**config.mk**
```make
export PLATFORM = sky130hd
export DESIGN_NAME = gain_ramp_mixer
export DESIGN_NICKNAME = d
export VERILOG_FILES = /design/src/hdl/grm_pkg.sv /design/src/hdl/gain_ramp_mixer.sv
export SDC_FILE = /design/constraint.sdc
export NUM_CORES = 2
export LEC_CHECK = 0
export ABC_AREA = 1
export BUFFER_PORTS_ARGS = -buffer_cell sky130_fd_sc_hd__buf_4
export CORE_AREA = 2 2 378 380
export DETAILED_ROUTE_END_ITERATION = 6
export DIE_AREA = 0 0 380 382
export PLACE_DENSITY_LB_ADDON = 0.08
export SKIP_LAST_GASP = 1
export SYNTH_ARGS = -nofsm -noshare
export SYNTH_HDL_FRONTEND = slang
export SYNTH_SLANG_ARGS = --single-unit
```
**constraint.sdc**
```tcl
create_clock -name clk -period 10.6 [get_ports clk]
set_input_delay 1.59 -clock clk [delete_from_list [all_inputs] [get_ports clk]]
set_output_delay 1.59 -clock clk [all_outputs]
set_load 0.02 [all_outputs]
```
**src/hdl/grm_pkg.sv**
```systemverilog
`timescale 1ns / 1ps
// Shared constants for the gain ramp mixer: parameter defaults, register
// indexes, mode codes and the fixed extension of the gain accumulator.
// No dependencies.
package grm_pkg;

  // parameter defaults
  localparam int SampleBitsDef   = 24;
  localparam int GainFracBitsDef = 20;
  localparam int RunCountBitsDef = 16;

  // integer bits of a gain (Q4.x)
  localparam int GainIntBits = 4;
  // extra fraction bits kept below the gain in the accumulator
  localparam int AccExtBits  = 24;
  // ramp length after reset
  localparam int RampLenReset = 256;

  // configuration register indexes
  localparam int CfgIdxBits = 2;
  localparam logic [CfgIdxBits-1:0] REG_MODE        = 2'd0;
  localparam logic [CfgIdxBits-1:0] REG_START_GAIN  = 2'd1;
  localparam logic [CfgIdxBits-1:0] REG_END_GAIN    = 2'd2;
  localparam logic [CfgIdxBits-1:0] REG_RAMP_LENGTH = 2'd3;

  // mixing modes; the unused code behaves as scale
  localparam int ModeBits = 2;
  localparam logic [ModeBits-1:0] MODE_SCALE = 2'd0;
  localparam logic [ModeBits-1:0] MODE_ADD   = 2'd1;
  localparam logic [ModeBits-1:0] MODE_COPY  = 2'd2;

  // step divider sequencer
  typedef enum logic [3:0] {
    DIV_IDLE = 4'b0001,
    DIV_LOAD = 4'b0010,
    DIV_RUN  = 4'b0100,
    DIV_SIGN = 4'b1000
  } div_state_t;

endpackage

```
**src/hdl/gain_ramp_mixer.sv**
```systemverilog
`timescale 1ns / 1ps
// Gain ramp mixer top level: stream datapath, ramp state and step divider.
// Depends on grm_pkg.
//
//  channel   dir  fields (lowest bit up)                     handshake
//  s_axis    in   tdata: dest_sample, source_sample          tvalid/tready
//  m_axis    out  tdata: result_sample; tlast: last_of_run;  tvalid/tready
//                 tuser: clipped
//  cfg       in   cfg_index, cfg_data                        cfg_we, no wait
//
// One sample per cycle while the divider is idle and the output is not stalled; a
// result goes through the input register, then one multiply, round, add and
// saturate into the result register. Every register write restarts the run and
// reruns the restoring step divider, one quotient bit per cycle, and the input
// stalls until the divide is done. After reset the step is zero and no divide
// runs. A stalled output holds the pipeline.
module gain_ramp_mixer #(
  parameter int SAMPLE_BITS    = grm_pkg::SampleBitsDef,
  parameter int GAIN_FRAC_BITS = grm_pkg::GainFracBitsDef,
  parameter int RUN_COUNT_BITS = grm_pkg::RunCountBitsDef,
  localparam int GAIN_BITS = GAIN_FRAC_BITS + grm_pkg::GainIntBits,
  localparam int CFG_W     = (GAIN_BITS > RUN_COUNT_BITS) ? GAIN_BITS : RUN_COUNT_BITS,
  localparam int IN_W      = ((2 * SAMPLE_BITS + 7) / 8) * 8,
  localparam int OUT_W     = ((SAMPLE_BITS + 7) / 8) * 8
) (
  input  logic                            clk,
  input  logic                            rst,
  // input stream
  input  logic                            s_axis_tvalid,
  output logic                            s_axis_tready,
  input  logic [IN_W-1:0]                 s_axis_tdata,  // dest_sample, source_sample
  // result stream
  output logic                            m_axis_tvalid,
  input  logic                            m_axis_tready,
  output logic [OUT_W-1:0]                m_axis_tdata,  // result_sample
  output logic                            m_axis_tlast,  // last_of_run
  output logic                            m_axis_tuser,  // clipped
  // configuration writes
  input  logic                            cfg_we,
  input  logic [grm_pkg::CfgIdxBits-1:0]  cfg_index,
  input  logic [CFG_W-1:0]                cfg_data
);
  import grm_pkg::*;

  localparam int ACC_W  = GAIN_BITS + AccExtBits;
  localparam int NUM_W  = GAIN_BITS + AccExtBits;
  localparam int STEP_W = NUM_W + 1;
  localparam int CNT_W  = $clog2(NUM_W);
  localparam int PROD_W = GAIN_BITS + SAMPLE_BITS;
  localparam int SUM_W  = PROD_W + 2 - GAIN_FRAC_BITS;

  // configuration registers
  logic [ModeBits-1:0]       mode;
  logic [GAIN_BITS-1:0]      start_gain;
  logic [GAIN_BITS-1:0]      end_gain;
  logic [RUN_COUNT_BITS-1:0] ramp_length;
  logic [RUN_COUNT_BITS-1:0] len_eff;

  // ramp state
  logic signed [ACC_W-1:0]   gain_accumulator;
  logic signed [STEP_W-1:0]  gain_step;
  logic [RUN_COUNT_BITS-1:0] run_position;

  // divider
  div_state_t                div_state;
  logic [NUM_W-1:0]          div_num;
  logic [RUN_COUNT_BITS-1:0] div_rem;
  logic [CNT_W-1:0]          div_cnt;
  logic                      div_neg;
  logic signed [GAIN_BITS:0] gain_diff;
  logic [GAIN_BITS:0]        diff_mag;
  logic [RUN_COUNT_BITS:0]   div_trial;
  logic                      div_fit;

  // pipeline
  logic                          in_xfer;
  logic                          out_free;
  logic                          s1_adv;
  logic                          at_last;
  logic                          s1_valid;
  logic signed [SAMPLE_BITS-1:0] s1_dest;
  logic signed [SAMPLE_BITS-1:0] s1_src;
  logic signed [GAIN_BITS-1:0]   s1_gain;
  logic [ModeBits-1:0]           s1_mode;
  logic                          s1_last;
  logic                          m_valid;
  logic [SAMPLE_BITS-1:0]        m_result;
  logic                          m_last;
  logic                          m_clip;

  // datapath between the registers
  logic signed [SAMPLE_BITS-1:0] operand;
  logic signed [PROD_W-1:0]      prod;
  logic signed [PROD_W:0]        prod_rnd;
  logic signed [SUM_W-1:0]       scaled;
  logic signed [SUM_W-1:0]       sum;
  logic                          sat;
  logic [SAMPLE_BITS-1:0]        result_sat;

  // zero length runs as one
  assign len_eff = (ramp_length == '0) ? RUN_COUNT_BITS'(1) : ramp_length;

  // handshake
  assign out_free      = !m_valid || m_axis_tready;
  assign s1_adv        = s1_valid && out_free;
  assign s_axis_tready = (div_state == DIV_IDLE) && (!s1_valid || out_free);
  assign in_xfer       = s_axis_tvalid && s_axis_tready;
  assign at_last       = ({1'b0, run_position} + 1'b1) >= {1'b0, len_eff};

  // configuration registers
  always_ff @(posedge clk) begin
    if (rst) begin
      mode        <= MODE_SCALE;
      start_gain  <= GAIN_BITS'(1) << GAIN_FRAC_BITS;
      end_gain    <= GAIN_BITS'(1) << GAIN_FRAC_BITS;
      ramp_length <= RUN_COUNT_BITS'(RampLenReset);
    end else if (cfg_we) begin
      unique case (cfg_index)
        REG_MODE:        mode        <= cfg_data[ModeBits-1:0];
        REG_START_GAIN:  start_gain  <= cfg_data[GAIN_BITS-1:0];
        REG_END_GAIN:    end_gain    <= cfg_data[GAIN_BITS-1:0];
        REG_RAMP_LENGTH: ramp_length <= cfg_data[RUN_COUNT_BITS-1:0];
      endcase
    end
  end

  // divider operands and one restoring step
  assign gain_diff = $signed({end_gain[GAIN_BITS-1], end_gain})
                   - $signed({start_gain[GAIN_BITS-1], start_gain});
  assign diff_mag  = gain_diff[GAIN_BITS] ? (GAIN_BITS+1)'(-gain_diff)
                                          : (GAIN_BITS+1)'(gain_diff);
  assign div_trial = {div_rem, div_num[NUM_W-1]};
  assign div_fit   = div_trial >= {1'b0, len_eff};

  // step divider sequencer and ramp state
  always_ff @(posedge clk) begin
    if (rst) begin
      div_state        <= DIV_IDLE;
      gain_step        <= '0;
      gain_accumulator <= {GAIN_BITS'(1) << GAIN_FRAC_BITS, AccExtBits'(0)};
      run_position     <= '0;
    end else if (cfg_we) begin
      div_state <= DIV_LOAD;
    end else begin
      unique case (div_state)
        DIV_IDLE: begin
          // advance the ramp on every input transfer
          if (in_xfer) begin
            if (at_last) begin
              gain_accumulator <= {start_gain, AccExtBits'(0)};
              run_position     <= '0;
            end else begin
              gain_accumulator <= gain_accumulator + gain_step[ACC_W-1:0];
              run_position     <= run_position + 1'b1;
            end
          end
        end
        DIV_LOAD: begin
          // restart the run and load the step dividend
          gain_accumulator <= {start_gain, AccExtBits'(0)};
          run_position     <= '0;
          div_num          <= {diff_mag[GAIN_BITS-1:0], AccExtBits'(0)};
          div_neg          <= gain_diff[GAIN_BITS];
          div_rem          <= '0;
          div_cnt          <= '0;
          div_state        <= DIV_RUN;
        end
        DIV_RUN: begin
          // one quotient bit per cycle, shifted in behind the dividend
          div_rem <= div_fit ? RUN_COUNT_BITS'(div_trial - {1'b0, len_eff})
                             : div_trial[RUN_COUNT_BITS-1:0];
          div_num <= {div_num[NUM_W-2:0], div_fit};
          div_cnt <= div_cnt + 1'b1;
          if (div_cnt == CNT_W'(NUM_W - 1)) begin
            div_state <= DIV_SIGN;
          end
        end
        DIV_SIGN: begin
          // truncate toward zero: negate the magnitude quotient
          gain_step <= div_neg ? -$signed({1'b0, div_num}) : $signed({1'b0, div_num});
          div_state <= DIV_IDLE;
        end
        default: div_state <= DIV_IDLE;
      endcase
    end
  end

  // input register: sample pair with the gain of its position
  always_ff @(posedge clk) begin
    if (rst) begin
      s1_valid <= 1'b0;
    end else if (in_xfer) begin
      s1_valid <= 1'b1;
    end else if (s1_adv) begin
      s1_valid <= 1'b0;
    end
  end

  always_ff @(posedge clk) begin
    if (in_xfer) begin
      s1_dest <= s_axis_tdata[SAMPLE_BITS-1:0];
      s1_src  <= s_axis_tdata[2*SAMPLE_BITS-1:SAMPLE_BITS];
      s1_gain <= gain_accumulator[ACC_W-1:AccExtBits];
      s1_mode <= mode;
      s1_last <= at_last;
    end
  end

  // multiply, round half up, mix and saturate
  assign operand  = (s1_mode == MODE_ADD || s1_mode == MODE_COPY) ? s1_src : s1_dest;
  assign prod     = s1_gain * operand;
  assign prod_rnd = (PROD_W+1)'(prod) + ((PROD_W+1)'(1) << (GAIN_FRAC_BITS - 1));
  assign scaled   = SUM_W'($signed(prod_rnd[PROD_W:GAIN_FRAC_BITS]));
  assign sum      = (s1_mode == MODE_ADD) ? scaled + SUM_W'(s1_dest) : scaled;
  assign sat      = (sum[SUM_W-1:SAMPLE_BITS-1] != '0)
                 && (sum[SUM_W-1:SAMPLE_BITS-1] != '1);
  assign result_sat = !sat ? sum[SAMPLE_BITS-1:0]
                    : sum[SUM_W-1] ? {1'b1, (SAMPLE_BITS-1)'(0)}
                                   : {1'b0, {(SAMPLE_BITS-1){1'b1}}};

  // result register
  always_ff @(posedge clk) begin
    if (rst) begin
      m_valid <= 1'b0;
    end else if (s1_adv) begin
      m_valid <= 1'b1;
    end else if (m_axis_tready) begin
      m_valid <= 1'b0;
    end
  end

  always_ff @(posedge clk) begin
    if (s1_adv) begin
      m_result <= result_sat;
      m_last   <= s1_last;
      m_clip   <= sat;
    end
  end

  assign m_axis_tvalid = m_valid;
  assign m_axis_tdata  = OUT_W'(m_result);
  assign m_axis_tlast  = m_last;
  assign m_axis_tuser  = m_clip;

  // a run never walks past its length while samples flow
  a_pos_in_run: assert property (@(posedge clk) disable iff (rst)
    (div_state == DIV_IDLE) |-> ({1'b0, run_position} < {1'b0, len_eff}))
    else $error("run position beyond ramp length");

  // the last sample of a run restarts the count
  a_run_wrap: assert property (@(posedge clk) disable iff (rst)
    (in_xfer && at_last && !cfg_we) |=> (run_position == '0))
    else $error("run position not cleared after last sample");

  // a clipped result sits on a range limit
  a_clip_limit: assert property (@(posedge clk) disable iff (rst)
    (m_valid && m_clip) |->
      (m_result == {1'b1, (SAMPLE_BITS-1)'(0)} ||
       m_result == {1'b0, {(SAMPLE_BITS-1){1'b1}}}))
    else $error("clipped result not at a limit");

  // no sample is taken while the step is being divided
  a_no_take_busy: assert property (@(posedge clk) disable iff (rst)
    (div_state == DIV_LOAD || div_state == DIV_RUN || div_state == DIV_SIGN)
      |-> !in_xfer)
    else $error("input transfer during step divide");

endmodule

```
==> Yosys cells after proc, flatten, opt, wreduce, memory -nomap -nowiden <==
Cells that the tools add are included.
{ "totals": {"reg_bits": 356, "elab_cells": 105, "input_bits": 79, "out_inout_bits": 28} }
{ "classes": {"bitwise_logic": 3, "mul": 1, "eq_ne": 15, "magnitude_cmp": 2, "n_mux": 24, "add_sub_neg": 10, "n_reduce_logical": 27} }
{ "op_table": {"columns": ["operator", "count"], "rows": [
  ["one-hot mux 48 bit (2 select lines)", 2],
  ["2-to-1 mux 48 bit", 3],
  ["2-to-1 mux 24 bit", 4],
  ["2-to-1 mux 16 bit", 4],
  ["one-hot mux 16 bit (2 select lines)", 2],
  ["adder 48 x 21 -> 49 bit (second input constant)", 1],
  ["adder 48 bit", 1],
  ["multiplier 24 x 24 -> 48 bit", 1],
  ["negation 48 bit", 1],
  ["greater-or-equal comparator 17 x 16 -> 1 bit", 2],
  ["adder 29 x 24 -> 30 bit", 1],
  ["2-to-1 mux 30 bit", 1],
  ["subtractor 24 x 24 -> 25 bit", 1],
  ["negation 24 bit", 1],
  ["adder 16 x 1 -> 17 bit (second input constant)", 1],
  ["adder 16 x 1 -> 16 bit (second input constant)", 1],
  ["zero test 16 bit", 1],
  ["subtractor 16 bit", 1],
  ["AND reduction 2 bit", 7],
  ["one-hot mux 4 bit (3 select lines)", 1],
  ["one-hot mux 6 bit (2 select lines)", 1],
  ["AND reduction 3 bit", 3],
  ["nonzero test 2 bit", 4],
  ["!= test 7 bit (second input constant)", 1],
  ["20 further kinds", 36]
]} }

==> Longest topological paths before layout <==
{ "logic_depth": {"ltp_word": 10, "mapped_depth": 58, "ltp_nobuf": 55} }

==> Worst setup path before layout <==
OpenSTA, ideal clock, no wires.
{ "synth_path": {"kind": "register -> register", "startpoint": "register s1_mode[0]", "endpoint": "register m_result[10] (netlist: m_axis_tdata[10]), data pin", "path_slack_ps": 1397, "t_arrival_ps": 8951, "n_path_buf": 4, "synth_period_minus_slack_ps": 9203, "setup_time_ps": 252, "t_required_ps": 10348, "path_stages_with_launch": 44, "path_cell_list": "edfxtp_1 ha_1 buf_6 inv_4 clkbuf_1 or2_2 o21ai_0 clkbuf_1 nor2_1 fa_1 fa_1 fa_1 inv_1 fa_1 inv_1 fa_1 inv_1 fa_1 (+8 left out) nand2_1 nand3_2 nand2_1 ha_1 a21o_1 a31oi_1 o21ai_0 a21oi_1 nand2_1 nand2_1 nand3_1 nand2_2 inv_2 nor2_2 nand2_2 nand3_2 buf_6 nand2_1"} }
{ "synth_via": {"elab_chain_cells": 10, "word_cells_on_any_way": 13, "cone_classes": "2 x add/sub; 1 x mul; 3 x eq/ne; 4 x mux; 3 x reduce/logical"} }
{ "synth_lines": {"columns": ["item", "line", "rtl"], "rows": [
  ["start, declared", "gain_ramp_mixer.sv:84", "logic [ModeBits-1:0] s1_mode;"],
  ["start signal, assigned", "gain_ramp_mixer.sv:204", "s1_mode <= mode;"],
  ["equality test 2 x 1 -> 1 bit / equality test 2 bit (equally long branches)", "gain_ramp_mixer.sv:210, gain_ramp_mixer.sv:214", null],
  ["logical OR 1 bit", "gain_ramp_mixer.sv:210", "assign operand = (s1_mode == MODE_ADD || s1_mode == MODE_COPY) ? s1_src : s1_dest;"],
  ["2-to-1 mux 24 bit", "gain_ramp_mixer.sv:210", null],
  ["multiplier 24 x 24 -> 48 bit", "gain_ramp_mixer.sv:211", "assign prod = s1_gain * operand;"],
  ["adder 48 x 21 -> 49 bit", "gain_ramp_mixer.sv:212", "assign prod_rnd = (PROD_W+1)'(prod) + ((PROD_W+1)'(1) << (GAIN_FRAC_BITS - 1));"],
  ["adder 29 x 24 -> 30 bit", "gain_ramp_mixer.sv:214", "assign sum = (s1_mode == MODE_ADD) ? scaled + SUM_W'(s1_dest) : scaled;"],
  ["2-to-1 mux 30 bit (*)", "gain_ramp_mixer.sv:214", null],
  ["!= test 7 bit / nonzero test 7 bit (equally long branches)", "gain_ramp_mixer.sv:216, gain_ramp_mixer.sv:215", null],
  ["logical AND 1 bit", "gain_ramp_mixer.sv:216", "&& (sum[SUM_W-1:SAMPLE_BITS-1] != '1);"],
  ["2-to-1 mux 24 bit (*)", "gain_ramp_mixer.sv:217", "assign result_sat = !sat ? sum[SAMPLE_BITS-1:0]"],
  ["net result_sat[10]", "gain_ramp_mixer.sv:98", "logic [SAMPLE_BITS-1:0] result_sat;"],
  ["end signal, assigned", "gain_ramp_mixer.sv:234", "m_result <= result_sat;"],
  ["end, declared", "gain_ramp_mixer.sv:87", "logic [SAMPLE_BITS-1:0] m_result;"]
]} }
The timed path passes the listed nets; every way through them passes the cells marked *.
A chain may end at the register's enable or synchronous reset.

==> Worst setup path in the final report <==
{ "layout_path": {"startpoint": "register s1_mode[0]", "endpoint": "register m_result[14] (netlist: m_axis_tdata[14]), data pin"} }
The elaborated chain is that of the path after synthesis.

==> metrics.cfg <==
[status]
outcome=complete, no violations

[drt]
vias_per_cell=4.821
drt_iter0_markers=3125
routed_wl_mm=165.5
route.vias.total=38680
ant_nets=0
first_pass_iters=7
routedWlPerCell_um=20.63
drc_errors=0

[die]
core_region_area_um2=140900
dieArea_um2=145200
die_h_um=382
die_w_um=380
io_pins=107
num_rows=138
initial_core_util=0.3181

[cts]
cts-root-buf=clkbuf_16
ctsHoldBuffers=0
cts_tree=done
clock_latency_ns=0.67
cts_max_level=2
clk_path_buf_depth=3
cts.sinks=356
clkSlewWorstSetupHoldPaths_ns=0.06
numCtsBuffers=48

[setup_path]
critPathMaxStageDelay_ns=0.63
worstSetupPathType=flip-flop to flip-flop
end_kind=flip-flop
crit_top_cell=nand2_1
required_ns=10.99
cpMaxStageDelayCell=o21ai_0
critPathMaxFanout=23
startpoint_type=flip-flop
cp_data_arrival_time_ns=10.50
crit_family=adder cells
path_buf_inv=6

[yosys]
syn_area_per_cell_um2=7.652
syn-instance-count=5857
ys_seq_elements=356
synth_flop_cell=dfxtp_1
ys_seq_area_frac=0.1974
synthArstFlopShare=0
synth_edf_count=172
syn_nets=6822
yosysUniqueCellTypes=57
syn-cell-area_um2=44820
yosys_warnings=0

[final_layout]
fillerInstances=15160
mostFrequentLayoutCell=nand2_1
final_nets=7055
regArea_um2=8848
multi_input_area_um2=31200
layout-drive-gt1-share=0.09837
largestRegisters=div_num x48, gain_accumulator x48, gain_step x48
synthToLayoutAreaGrowth_pct=14.65
mostFrequentLayoutCells=nand2_1 (1,252), inv_1 (1,124), nor2_1 (718)

[place]
io_buffers=106
dp_hpwl_mm=138.6
globalplace.congestion=0.9341

[global_routing]
antenna_found_initial=3
grtUsageMet3=0.04763
gr-usage-all-layers=0.2297
gr-max-usage-layer=met2
grt_max_degree=100
grt_pass1_wl_mm=250.3
grt_pass1_vias=39350
use_met2=0.3417
use_met1=0.3394
grt.overflow.total=0

[sta]
finalHoldViolations=0
min_period_ns=10.11
slew_headroom=0.2876
fmax_mhz=98.90
slew_viol_final=0
setup_violations=0
min_period_over_period=0.9539
tns_ns=0
tightest_slew_ns=1.069
skew_ns=0.07341

[flow_run]
cap_violations=0

[hold_path]
min_path_type=flip-flop to flip-flop

area by class of cell:
| cell class | count | share of cell area |
|---|---|---|
| multi-input combinational | 4174 | 0.6071 |
| tap | 1890 | 0.04602 |
| timing repair buffer | 357 | 0.05503 |
| clock inverter | 28 | 0.008595 |
| sequential | 356 | 0.1722 |
| antenna | 3 | 0.0001461 |
| inverter | 1153 | 0.08488 |
| clock buffer | 62 | 0.02600 |
worst min-delay path: stages, from the launching register on:
cell and delay (ns):
dfxtp_1 0.30, inv_1 0.06, a21oi_1 0.06
routing by layer:
metal	up-vias	part of all wire
met5	-	0
met4	0	0.023
met3	162	0.069
met2	953	0.42
met1	18980	0.49
li1	18580	-
metrics by stage:
stage | hold slack [ns] | std cells | setup WS (ns) | util | instance area [um2]
floorplan | 0.4003 | 5857 | 1.397 | - | 44820
global placement | 0.4426 | 7914 | -0.2042 | 0.3490 | 49170
detailed placement | 0.4367 | 7914 | -0.1129 | 0.3490 | 49170
finish | 0.4637 | 8023 | 0.4890 | 0.3647 | 51390
CTS | 0.4586 | 8007 | 0.05890 | 0.3619 | 50990
global route | 0.4655 | 8020 | -0.003132 | 0.3647 | 51380
cell families (layout without fill, tap and decap cells):
| group | after synthesis | in the layout | share of synthesized area |
|---|---|---|---|
| xor+xnor | 140 | 140 | 0.02736 |
| compound gates | 732 | 732 | 0.08930 |
| buf+inv | 1327 | 1600 | 0.1129 |
| fa+ha+maj | 886 | 886 | 0.3508 |
| flops | 356 | 356 | 0.1974 |
| other cells | 0 | 3 | 0 |
| simple gates | 2416 | 2416 | 0.2222 |
final timing paths:
check | startpoint | end | slack [ns] | cells past startpoint
worst min-delay path | end_gain[0] | end_gain[0] | 0.46 | 2
worst max register to register | s1_mode[0] | m_axis_tdata[14] | 0.49 | 39
worst min register to register | end_gain[0] | end_gain[0] | 0.46 | 2
worst max-delay path | s1_mode[0] | m_axis_tdata[14] | 0.49 | 39
cells in the mapped netlist (21+ instances only):
cell,number,share of area
nor2_1,728,0.061
xor2_1,92,0.018
or2_2,33,0.0046
xnor2_1,48,0.0094
dfxtp_1,184,0.082
o21bai_1,21,0.0035
nand4_1,53,0.0074
nand2_1,1255,0.11
a21oi_1,318,0.036
o21ai_0,266,0.030
ha_1,268,0.075
inv_1,1132,0.095
nor3_1,46,0.0051
clkbuf_1,152,0.013
edfxtp_1,172,0.12
nand3_1,215,0.024
fa_1,618,0.28
a31oi_1,23,0.0032
timing repair:
action | CTS | global route
gates resized for setup | 2 | 72
setup buffers | 3 | 13
pin swaps | 0 | 2
setup endpoints to repair | 23 | 25
Power is not shown: default switching activity piles up to over one toggle a cycle in this logic, so the estimate is an artifact.
